### src/hw/rtl/two_queue_priority_dispatcher_core_defines.svh
// Assertion macros shared by the dispatcher RTL.
// Depends on nothing; users must have i_clk and i_rst_n in scope.
`ifndef TWO_QUEUE_PRIORITY_DISPATCHER_CORE_DEFINES_SVH
`define TWO_QUEUE_PRIORITY_DISPATCHER_CORE_DEFINES_SVH

// same-cycle implication, disabled in reset
`define TQPD_ASSERT_NOW(lbl, ante, cons, msg) \
    lbl: assert property (@(posedge i_clk) disable iff (!i_rst_n) (ante) |-> (cons)) \
        else $error(msg);

// next-cycle implication, disabled in reset
`define TQPD_ASSERT_NEXT(lbl, ante, cons, msg) \
    lbl: assert property (@(posedge i_clk) disable iff (!i_rst_n) (ante) |=> (cons)) \
        else $error(msg);

`endif

### src/hw/rtl/tqpd_pkg.sv
// Types and constants of the two-queue priority dispatcher.
// Depends on nothing; used by tqpd_cmp and the top level of the block.
package tqpd_pkg;

    localparam int QUEUE_DEPTH = 16;
    localparam int LOAD_W    = 8;
    localparam int ID_W      = 8;
    localparam int COUNT_W   = 5;
    localparam int LIMIT_W   = 4;

    localparam logic OP_ENQ   = 1'b0;
    localparam logic OP_DSP   = 1'b1;
    localparam logic DIR_EAST = 1'b0;
    localparam logic DIR_WEST = 1'b1;

    localparam logic [LIMIT_W-1:0] STREAK_MAX  = 4'd15;
    localparam logic [LIMIT_W-1:0] LIMIT_RESET = 4'd3;

    typedef logic [COUNT_W-1:0] t_count;
    typedef logic [LIMIT_W-1:0] t_limit;

    typedef struct packed {
        logic              prio;
        logic [LOAD_W-1:0] load;
        logic [ID_W-1:0]   id;
    } t_entry;

    typedef struct packed {
        logic              opcode;
        logic              direction;
        logic              priority_req;
        logic [LOAD_W-1:0] load_time;
        logic [ID_W-1:0]   entry_id;
    } t_in_word;

    typedef struct packed {
        logic            granted;
        logic [ID_W-1:0] grant_id;
        logic            grant_direction;
        logic            grant_priority;
        logic            dropped;
        t_count          east_count;
        t_count          west_count;
    } t_out_word;

endpackage

### src/hw/rtl/tqpd_cmp.sv
// Shared ordering compare: priority high first, then smaller load, then smaller id.
// Depends on tqpd_pkg.
module tqpd_cmp (
    input  tqpd_pkg::t_entry i_a,
    input  tqpd_pkg::t_entry i_b,
    output logic             o_before
);

    always_comb begin
        if (i_a.prio != i_b.prio) begin
            o_before = i_a.prio & ~i_b.prio;
        end else if (i_a.load != i_b.load) begin
            o_before = i_a.load < i_b.load;
        end else begin
            o_before = i_a.id < i_b.id;
        end
    end

endmodule

### src/hw/rtl/tqpd_ram.sv
// Queue storage: one write port, one read port with registered read data.
// Depends on nothing.
module tqpd_ram #(
    parameter int ADDR_W = 5,
    parameter int DATA_W = 17
) (
    input  logic              i_clk,
    input  logic              i_we,
    input  logic [ADDR_W-1:0] i_waddr,
    input  logic [DATA_W-1:0] i_wdata,
    input  logic [ADDR_W-1:0] i_raddr,
    output logic [DATA_W-1:0] o_rdata
);

    logic [DATA_W-1:0] r_mem [2**ADDR_W];

    always_ff @(posedge i_clk) begin
        if (i_we) begin
            r_mem[i_waddr] <= i_wdata;
        end
        o_rdata <= r_mem[i_raddr];
    end

endmodule

### src/hw/rtl/two_queue_priority_dispatcher_core.sv
// Top level of the two-queue priority dispatcher: sequencer, fill counts, streak.
// Depends on tqpd_pkg, tqpd_cmp, tqpd_ram and the defines header.
//
//  channel | valid    | stall    | payload    | accepted when
//  input   | i_valid  | o_stall  | i_in       | i_valid & !o_stall
//  output  | o_valid  | i_stall  | o_out      | o_valid & !i_stall
//  config  | i_cfg_we | -        | i_cfg_data | i_cfg_we
//
// One word at a time; o_stall is high from acceptance until the result is loaded.
// Enqueue: walks from the tail, moving each entry that ranks behind the new one back one slot; full drops it.
// Dispatch: reads both heads, grants one and moves the served queue up one slot; both empty gives no grant.
// The single memory port pair moves one entry at a time: a read state, then a write state.
// Synchronous active-low reset empties both queues; no clearing pass.
// A held output word does not block acceptance; the result waits until taken.
`include "two_queue_priority_dispatcher_core_defines.svh"

module two_queue_priority_dispatcher_core (
    input  logic                  i_clk,
    input  logic                  i_rst_n,
    input  logic                  i_valid,
    output logic                  o_stall,
    input  tqpd_pkg::t_in_word    i_in,
    output logic                  o_valid,
    input  logic                  i_stall,
    output tqpd_pkg::t_out_word   o_out,
    input  logic                  i_cfg_we,
    input  tqpd_pkg::t_limit      i_cfg_data
);

    localparam int IDX_W  = (tqpd_pkg::QUEUE_DEPTH > 2) ? $clog2(tqpd_pkg::QUEUE_DEPTH) : 1;
    localparam int CNT_W  = $clog2(tqpd_pkg::QUEUE_DEPTH + 1);
    localparam int ADDR_W = IDX_W + 1;
    localparam int ENT_W  = $bits(tqpd_pkg::t_entry);
    localparam logic [CNT_W-1:0] FULL = CNT_W'(tqpd_pkg::QUEUE_DEPTH);
    localparam logic [CNT_W-1:0] ONE  = CNT_W'(1);

    typedef enum logic [8:0] {
        S_IDLE    = 9'b000000001,
        S_INS_RD  = 9'b000000010,
        S_INS_CMP = 9'b000000100,
        S_DSP_RDE = 9'b000001000,
        S_DSP_RDW = 9'b000010000,
        S_DSP_SEL = 9'b000100000,
        S_DEQ_RD  = 9'b001000000,
        S_DEQ_WR  = 9'b010000000,
        S_DONE    = 9'b100000000
    } t_state;

    t_state              r_state, n_state;
    tqpd_pkg::t_in_word  r_item, n_item;
    logic [CNT_W-1:0]    r_idx, n_idx;
    logic [CNT_W-1:0]    r_fill_e, n_fill_e;
    logic [CNT_W-1:0]    r_fill_w, n_fill_w;
    tqpd_pkg::t_limit    r_streak, n_streak;
    logic                r_last, n_last;
    tqpd_pkg::t_limit    r_limit, n_limit;
    tqpd_pkg::t_entry    r_head_e, n_head_e;
    tqpd_pkg::t_entry    r_grant, n_grant;
    logic                r_gnt, n_gnt;
    logic                r_drop, n_drop;
    logic                r_serve, n_serve;
    tqpd_pkg::t_out_word r_out, n_out;
    logic                r_out_valid, n_out_valid;

    logic                ram_we;
    logic [ADDR_W-1:0]   ram_waddr, ram_raddr;
    logic [ENT_W-1:0]    ram_wdata, ram_rdata;
    tqpd_pkg::t_entry    rd_entry, new_entry, cmp_a, cmp_b;
    logic                cmp_before;

    logic [CNT_W-1:0]    in_fill, item_fill, serve_fill, idx_m1, idx_p1;
    logic                east_ok, west_ok, forced, other, other_ok, serve;

    tqpd_ram #(
        .ADDR_W (ADDR_W),
        .DATA_W (ENT_W)
    ) u_ram (
        .i_clk   (i_clk),
        .i_we    (ram_we),
        .i_waddr (ram_waddr),
        .i_wdata (ram_wdata),
        .i_raddr (ram_raddr),
        .o_rdata (ram_rdata)
    );

    tqpd_cmp u_cmp (
        .i_a      (cmp_a),
        .i_b      (cmp_b),
        .o_before (cmp_before)
    );

    assign rd_entry   = tqpd_pkg::t_entry'(ram_rdata);
    assign new_entry  = '{prio: r_item.priority_req, load: r_item.load_time,
                          id: r_item.entry_id};
    assign in_fill    = (i_in.direction == tqpd_pkg::DIR_EAST) ? r_fill_e : r_fill_w;
    assign item_fill  = (r_item.direction == tqpd_pkg::DIR_EAST) ? r_fill_e : r_fill_w;
    assign serve_fill = (r_serve == tqpd_pkg::DIR_EAST) ? r_fill_e : r_fill_w;
    assign idx_m1     = r_idx - ONE;
    assign idx_p1     = r_idx + ONE;
    assign east_ok    = r_fill_e != '0;
    assign west_ok    = r_fill_w != '0;
    assign forced     = r_streak >= r_limit;
    assign other      = ~r_last;
    assign other_ok   = (other == tqpd_pkg::DIR_EAST) ? east_ok : west_ok;

    always_comb begin
        if (forced) begin
            serve = other_ok ? other : r_last;
        end else if (east_ok && (!west_ok || cmp_before)) begin
            serve = tqpd_pkg::DIR_EAST;
        end else begin
            serve = tqpd_pkg::DIR_WEST;
        end
    end

    always_comb begin
        n_state     = r_state;
        n_item      = r_item;
        n_idx       = r_idx;
        n_fill_e    = r_fill_e;
        n_fill_w    = r_fill_w;
        n_streak    = r_streak;
        n_last      = r_last;
        n_limit     = i_cfg_we ? i_cfg_data : r_limit;
        n_head_e    = r_head_e;
        n_grant     = r_grant;
        n_gnt       = r_gnt;
        n_drop      = r_drop;
        n_serve     = r_serve;
        n_out       = r_out;
        n_out_valid = r_out_valid && i_stall;
        ram_we      = 1'b0;
        ram_waddr   = '0;
        ram_wdata   = '0;
        ram_raddr   = '0;
        cmp_a       = rd_entry;
        cmp_b       = new_entry;

        case (r_state)
            S_IDLE: begin
                if (i_valid) begin
                    n_item  = i_in;
                    n_gnt   = 1'b0;
                    n_drop  = 1'b0;
                    n_grant = '0;
                    n_serve = tqpd_pkg::DIR_EAST;
                    if (i_in.opcode == tqpd_pkg::OP_ENQ) begin
                        if (in_fill == FULL) begin
                            n_drop  = 1'b1;
                            n_state = S_DONE;
                        end else begin
                            n_idx   = in_fill;
                            n_state = S_INS_RD;
                        end
                    end else if (!east_ok && !west_ok) begin
                        n_state = S_DONE;
                    end else begin
                        n_state = S_DSP_RDE;
                    end
                end
            end
            S_INS_RD: begin
                if (r_idx == '0) begin
                    ram_we    = 1'b1;
                    ram_waddr = {r_item.direction, IDX_W'(0)};
                    ram_wdata = new_entry;
                    if (r_item.direction == tqpd_pkg::DIR_EAST) begin
                        n_fill_e = item_fill + ONE;
                    end else begin
                        n_fill_w = item_fill + ONE;
                    end
                    n_state = S_DONE;
                end else begin
                    ram_raddr = {r_item.direction, idx_m1[IDX_W-1:0]};
                    n_state   = S_INS_CMP;
                end
            end
            S_INS_CMP: begin
                ram_we    = 1'b1;
                ram_waddr = {r_item.direction, r_idx[IDX_W-1:0]};
                if (cmp_before) begin
                    ram_wdata = new_entry;
                    if (r_item.direction == tqpd_pkg::DIR_EAST) begin
                        n_fill_e = item_fill + ONE;
                    end else begin
                        n_fill_w = item_fill + ONE;
                    end
                    n_state = S_DONE;
                end else begin
                    ram_wdata = ram_rdata;
                    n_idx     = idx_m1;
                    n_state   = S_INS_RD;
                end
            end
            S_DSP_RDE: begin
                ram_raddr = {tqpd_pkg::DIR_EAST, IDX_W'(0)};
                n_state   = S_DSP_RDW;
            end
            S_DSP_RDW: begin
                n_head_e  = rd_entry;
                ram_raddr = {tqpd_pkg::DIR_WEST, IDX_W'(0)};
                n_state   = S_DSP_SEL;
            end
            S_DSP_SEL: begin
                cmp_a = '{prio: r_head_e.prio, load: '0, id: '0};
                cmp_b = '{prio: rd_entry.prio, load: '0, id: '0};
                if (serve == r_last) begin
                    if (r_streak != tqpd_pkg::STREAK_MAX) begin
                        n_streak = r_streak + 4'd1;
                    end
                end else begin
                    n_last   = serve;
                    n_streak = 4'd1;
                end
                n_serve = serve;
                n_grant = (serve == tqpd_pkg::DIR_EAST) ? r_head_e : rd_entry;
                n_gnt   = 1'b1;
                n_idx   = '0;
                n_state = S_DEQ_RD;
            end
            S_DEQ_RD: begin
                if (idx_p1 >= serve_fill) begin
                    if (r_serve == tqpd_pkg::DIR_EAST) begin
                        n_fill_e = r_fill_e - ONE;
                    end else begin
                        n_fill_w = r_fill_w - ONE;
                    end
                    n_state = S_DONE;
                end else begin
                    ram_raddr = {r_serve, idx_p1[IDX_W-1:0]};
                    n_state   = S_DEQ_WR;
                end
            end
            S_DEQ_WR: begin
                ram_we    = 1'b1;
                ram_waddr = {r_serve, r_idx[IDX_W-1:0]};
                ram_wdata = ram_rdata;
                n_idx     = idx_p1;
                n_state   = S_DEQ_RD;
            end
            S_DONE: begin
                if (!r_out_valid || !i_stall) begin
                    n_out.granted         = r_gnt;
                    n_out.grant_id        = r_grant.id;
                    n_out.grant_direction = r_serve;
                    n_out.grant_priority  = r_grant.prio;
                    n_out.dropped         = r_drop;
                    n_out.east_count      = tqpd_pkg::t_count'(r_fill_e);
                    n_out.west_count      = tqpd_pkg::t_count'(r_fill_w);
                    n_out_valid           = 1'b1;
                    n_state               = S_IDLE;
                end
            end
            default: begin
                n_state = S_IDLE;
            end
        endcase
    end

    always_ff @(posedge i_clk) begin
        if (!i_rst_n) begin
            r_state     <= S_IDLE;
            r_fill_e    <= '0;
            r_fill_w    <= '0;
            r_streak    <= '0;
            r_last      <= tqpd_pkg::DIR_WEST;
            r_limit     <= tqpd_pkg::LIMIT_RESET;
            r_out_valid <= 1'b0;
        end else begin
            r_state     <= n_state;
            r_fill_e    <= n_fill_e;
            r_fill_w    <= n_fill_w;
            r_streak    <= n_streak;
            r_last      <= n_last;
            r_limit     <= n_limit;
            r_out_valid <= n_out_valid;
        end
    end

    always_ff @(posedge i_clk) begin
        r_item   <= n_item;
        r_idx    <= n_idx;
        r_head_e <= n_head_e;
        r_grant  <= n_grant;
        r_gnt    <= n_gnt;
        r_drop   <= n_drop;
        r_serve  <= n_serve;
        r_out    <= n_out;
    end

    assign o_stall = (r_state != S_IDLE);
    assign o_valid = r_out_valid;
    assign o_out   = r_out;

    `TQPD_ASSERT_NEXT(a_full_drop,
        (r_state == S_IDLE) && i_valid && (i_in.opcode == tqpd_pkg::OP_ENQ) && (in_fill == FULL),
        r_drop && $stable(r_fill_e) && $stable(r_fill_w), "full enqueue changed a fill count")
    `TQPD_ASSERT_NEXT(a_done_load,
        (r_state == S_DONE) && (!r_out_valid || !i_stall),
        o_valid && (r_state == S_IDLE), "finished word not loaded")
    `TQPD_ASSERT_NOW(a_grant_streak,
        (r_state == S_DONE) && r_gnt, (r_streak != '0) && (r_last == r_serve),
        "grant without streak update")
    `TQPD_ASSERT_NOW(a_grant_nodrop,
        o_valid && o_out.granted, !o_out.dropped, "word both granted and dropped")

endmodule

### config.mk
export PLATFORM = sky130hd
export DESIGN_NAME = two_queue_priority_dispatcher_core
export DESIGN_NICKNAME = d
export VERILOG_FILES = /design/src/hw/rtl/tqpd_pkg.sv /design/src/hw/rtl/tqpd_cmp.sv /design/src/hw/rtl/tqpd_ram.sv /design/src/hw/rtl/two_queue_priority_dispatcher_core.sv
export VERILOG_INCLUDE_DIRS = /design/src /design/src/hw/rtl
export SDC_FILE = /design/constraint.sdc
export NUM_CORES = 1
export LEC_CHECK = 0
export ABC_AREA = 1
export BUFFER_PORTS_ARGS = -buffer_cell sky130_fd_sc_hd__buf_2
export CORE_AREA = 2 2 230 322
export DETAILED_ROUTE_END_ITERATION = 10
export DIE_AREA = 0 0 232 324
export SLEW_MARGIN = 20
export SYNTH_ARGS = -nofsm -noshare
export SYNTH_HDL_FRONTEND = slang
export SYNTH_HIERARCHICAL = 1
export SYNTH_SLANG_ARGS = --single-unit
### constraint.sdc
create_clock -name i_clk -period 7.15 [get_ports i_clk]
set_input_delay 0.715 -clock i_clk [delete_from_list [all_inputs] [get_ports i_clk]]
set_output_delay 0.715 -clock i_clk [all_outputs]
set_load 0.02 [all_outputs]
==> flow_metrics.env <==
export IMPL_whs_path_depth=1
export IMPL_viasPerCell=5.261
export IMPL_grt_max_degree=214
export IMPL_synth_area_leaders="edfxtp_1 (66%), nand2_1 (12%), nand3_1 (8.0%)"
export IMPL_start_util_pct=38.55
export IMPL_cts_inserted_buffers=59
export IMPL_intPower_mw=6.410
export IMPL_cpMostUsedCell="nand2_1"
export IMPL_place_congestion=0.8924
export IMPL_p_clk_share_pct=39.0
export IMPL_period_share_pct=68.34
export IMPL_synth_enable_flop_cells=610
export IMPL_fp_coreArea_um2=72460
export IMPL_whs_endpoint="new_entry[3]"
export IMPL_powerDensity_nw_per_um2=269.6
export IMPL_cp_slowest_cell="buf_4"
export IMPL_synth_async_reset_ratio_pct=0
export IMPL_antenna_found_initial=0
export IMPL_first_global_vias=18920
export IMPL_die_w_um=232
export IMPL_vdd_ir_drop_worst_mv=0.2020
export IMPL_num_rows=117
export IMPL_drt_initial_drc_count=1916
export IMPL_yosysWarnings=6
export IMPL_hold_start="i_in[3]"
export IMPL_cts_hold_buffers_added=0
export IMPL_drt_pass1_iterations=5
export IMPL_start_kind="register"
export IMPL_cts_setup_buffers=0
export IMPL_cts_resized=0
export IMPL_clockBufferDepth=3
export IMPL_r2r_end="u_ram/o_rdata[16]"
export IMPL_hold_viol=0
export IMPL_total_power_mw=8.480
export IMPL_grtUsageTotal_pct=19.74
export IMPL_setup_violations=0
export IMPL_ios=52
export IMPL_utilization_pct=43.40
export IMPL_grt_pass1_wl_um=111900
export IMPL_die_area_um2=75170
export IMPL_outcome="finished clean"
export IMPL_critPathBufInv=3
export IMPL_slowest_delay_ns=0.67
export IMPL_final_nets=2689
export IMPL_netlist_instances=2584
export IMPL_crit_arrival_ns=5.44
export IMPL_cts_max_level=2
export IMPL_max_cap_viol_count=0
export IMPL_vias=19120
export IMPL_fin_skew_ns=0.03068
export IMPL_synth_ff_type="edfxtp_1"
export IMPL_clock_latency_ns=0.64
export IMPL_report_final_slew_viol_count=0
export IMPL_synth_seq_cells=656
export IMPL_endpoint_kind="register"
export IMPL_overflow=0
export IMPL_wl_per_cell_um=20.48
export IMPL_p_sw_share_pct=24.41
export IMPL_path_cells="inv_1, ha_1, ha_1, a21oi_1, nand2_1, nand2_1, nand2_1, nand2_1, nand3_2, a211oi_4, buf_12, buf_4, nand2_1, nand3_1, nand3_1, nand2_1, nand2_1, nand2_1, nand2_1, nand2_1"
export IMPL_syn_area_um2=27930
export IMPL_synth_top_cell_area_share_pct=65.58
export IMPL_yosysMostFrequentCell="nand2_1"
export IMPL_power_frac_seq_pct=51.5
export IMPL_period_needed_ns=4.886
export IMPL_reg2reg_slack_ns=2.26
export IMPL_cts_root_buf="clkbuf_16"
export IMPL_io_buffer_count=51
export IMPL_path_max_fanout=213
export IMPL_die_y_um=324
export IMPL_cp_top_family="buffers and inverters"
export IMPL_clkSinkCount=656
export IMPL_required_ns=7.70
export IMPL_leakagePower_nw=11.38
export IMPL_yosysTopAreaCell="edfxtp_1"
export IMPL_netlist_top_cells_count="nand2_1 (901), edfxtp_1 (610), nand3_1 (449)"
export IMPL_critPathKind="register to register"
export IMPL_syn_to_final_growth_pct=12.59
export IMPL_power_switching_mw=2.070
export IMPL_ys_types=38
export IMPL_grt_setup_unrepaired="no"
export IMPL_max_slew_margin_pct=24.70
export IMPL_drcViolationCount=0
export IMPL_worstMarginPinSlew_ns=1.129
export IMPL_cts_tree="built"
export IMPL_hpwlAfterDp_um=43060
export IMPL_rr_worst_depth=20
export IMPL_path_clk_slew_ns=0.06
export IMPL_comb_power_share_pct=9.6
export IMPL_hp_class="input port to register"
export IMPL_ys_seq_area_share_pct=68.87
export IMPL_fmax_mhz=204.7
export IMPL_drive_gt1_share_pct=9.817
export IMPL_syn_avg_cell_area_um2=10.81
export IMPL_worstReg2RegStart="r_idx[0]"
export IMPL_setup_tns_ns=0
export IMPL_final_antenna_net_count=0
export IMPL_drt_wl_total_um=74410
export IMPL_syn_nets=2644
## cell families after synthesis
logic type,Yosys count,share of synthesized area (%)
xor gates and xnor gates,9,0.2822
AOI/OAI and AO/OA,110,2.217
buffers and inverters,259,4.045
and+or+nand+nor,1518,23.15
DFF,656,68.87
adders and majority gates,32,1.433
## cell usage in the layout (no fill, tap or decap), drive strengths merged, types with 4 or more instances in the layout
cell,netlist,final
buf,94,114
edfxtp,610,610
clkinv,2,26
clkbuf,36,74
a21oi,37,37
xor2,6,6
dfxtp,46,46
inv,127,129
nand3,457,457
nand4,6,6
bufinv,0,9
o22ai,23,23
o21ai,38,38
nor3,4,4
nor2,143,143
ha,32,32
nand2,904,904
## worst max-delay path by stage
| stage | cells past startpoint | endpoint | from | slack [ns] |
|---|---|---|---|---|
| after floorplan | 22 | u_ram/r_mem[0][2] | r_state[1] | 3.22 |
| after global placement | 20 | u_ram/o_rdata[2] | r_idx[0] | 2.39 |
| after detailed placement | 20 | u_ram/o_rdata[16] | r_idx[0] | 2.36 |
| after CTS | 20 | u_ram/o_rdata[16] | r_idx[0] | 2.32 |
| after global routing | 20 | u_ram/o_rdata[14] | r_idx[0] | 1.92 |
| final | 20 | u_ram/o_rdata[16] | r_idx[0] | 2.26 |
## power by group through the flow
| stage | combinational [mW] | clock (mW) | sequential (mW) |
|---|---|---|---|
| after floorplan | 0.547 | 0 | 4.42 |
| after detailed placement | 0.811 | 0 | 4.45 |
| after global placement | 0.801 | 0 | 4.44 |
| after CTS | 0.815 | 3.36 | 4.36 |
| final | 0.813 | 3.30 | 4.36 |
| after global routing | 0.906 | 3.49 | 4.37 |
## per-layer routing
layer  share of wire [%]  up-vias  global-route usage, %
met2                  50      648                  34.34
met3                 5.8      176                  2.382
li1                    -     8939                      -
met4                 5.5        0                  10.77
met1                  39     9354                  23.81
met5                   0        -                      0
## through the flow
step           setup slack [ns]  hold slack, ns  cell area [um2]  instances
3_5_place_dp              2.363          0.4062            29410       3519
2_1_floorplan             3.222          0.4003            27930       2584
3_3_place_gp              2.386          0.4041            29400       3519
5_1_grt                   1.925          0.2460            31440       3631
4_1_cts                   2.319          0.2398            31440       3630
6_report                  2.264          0.2708            31450       3634
## layout make-up
cell class                 count  area (um2)
antenna                        3       7.507
timing repair buffer         114       750.7
fill                        6656       41010
tap                          952        1191
inverter                     129       496.7
sequential                   656       19240
clock inverter                37       451.7
clock buffer                  74        1574
multi-input combinational   1669        7739
## state kept, by name (all words and copies together) (netlist names), 4 cells and up
signal,cells
r_state,9
u_ram/r_mem,544
r_fill_e,5
r_streak,4
new_entry,17
u_ram/o_rdata,17
r_limit,4
r_grant,9
r_idx,5
r_head_e,9
o_out,22
r_fill_w,5
(Power assumes the default switching activity.)
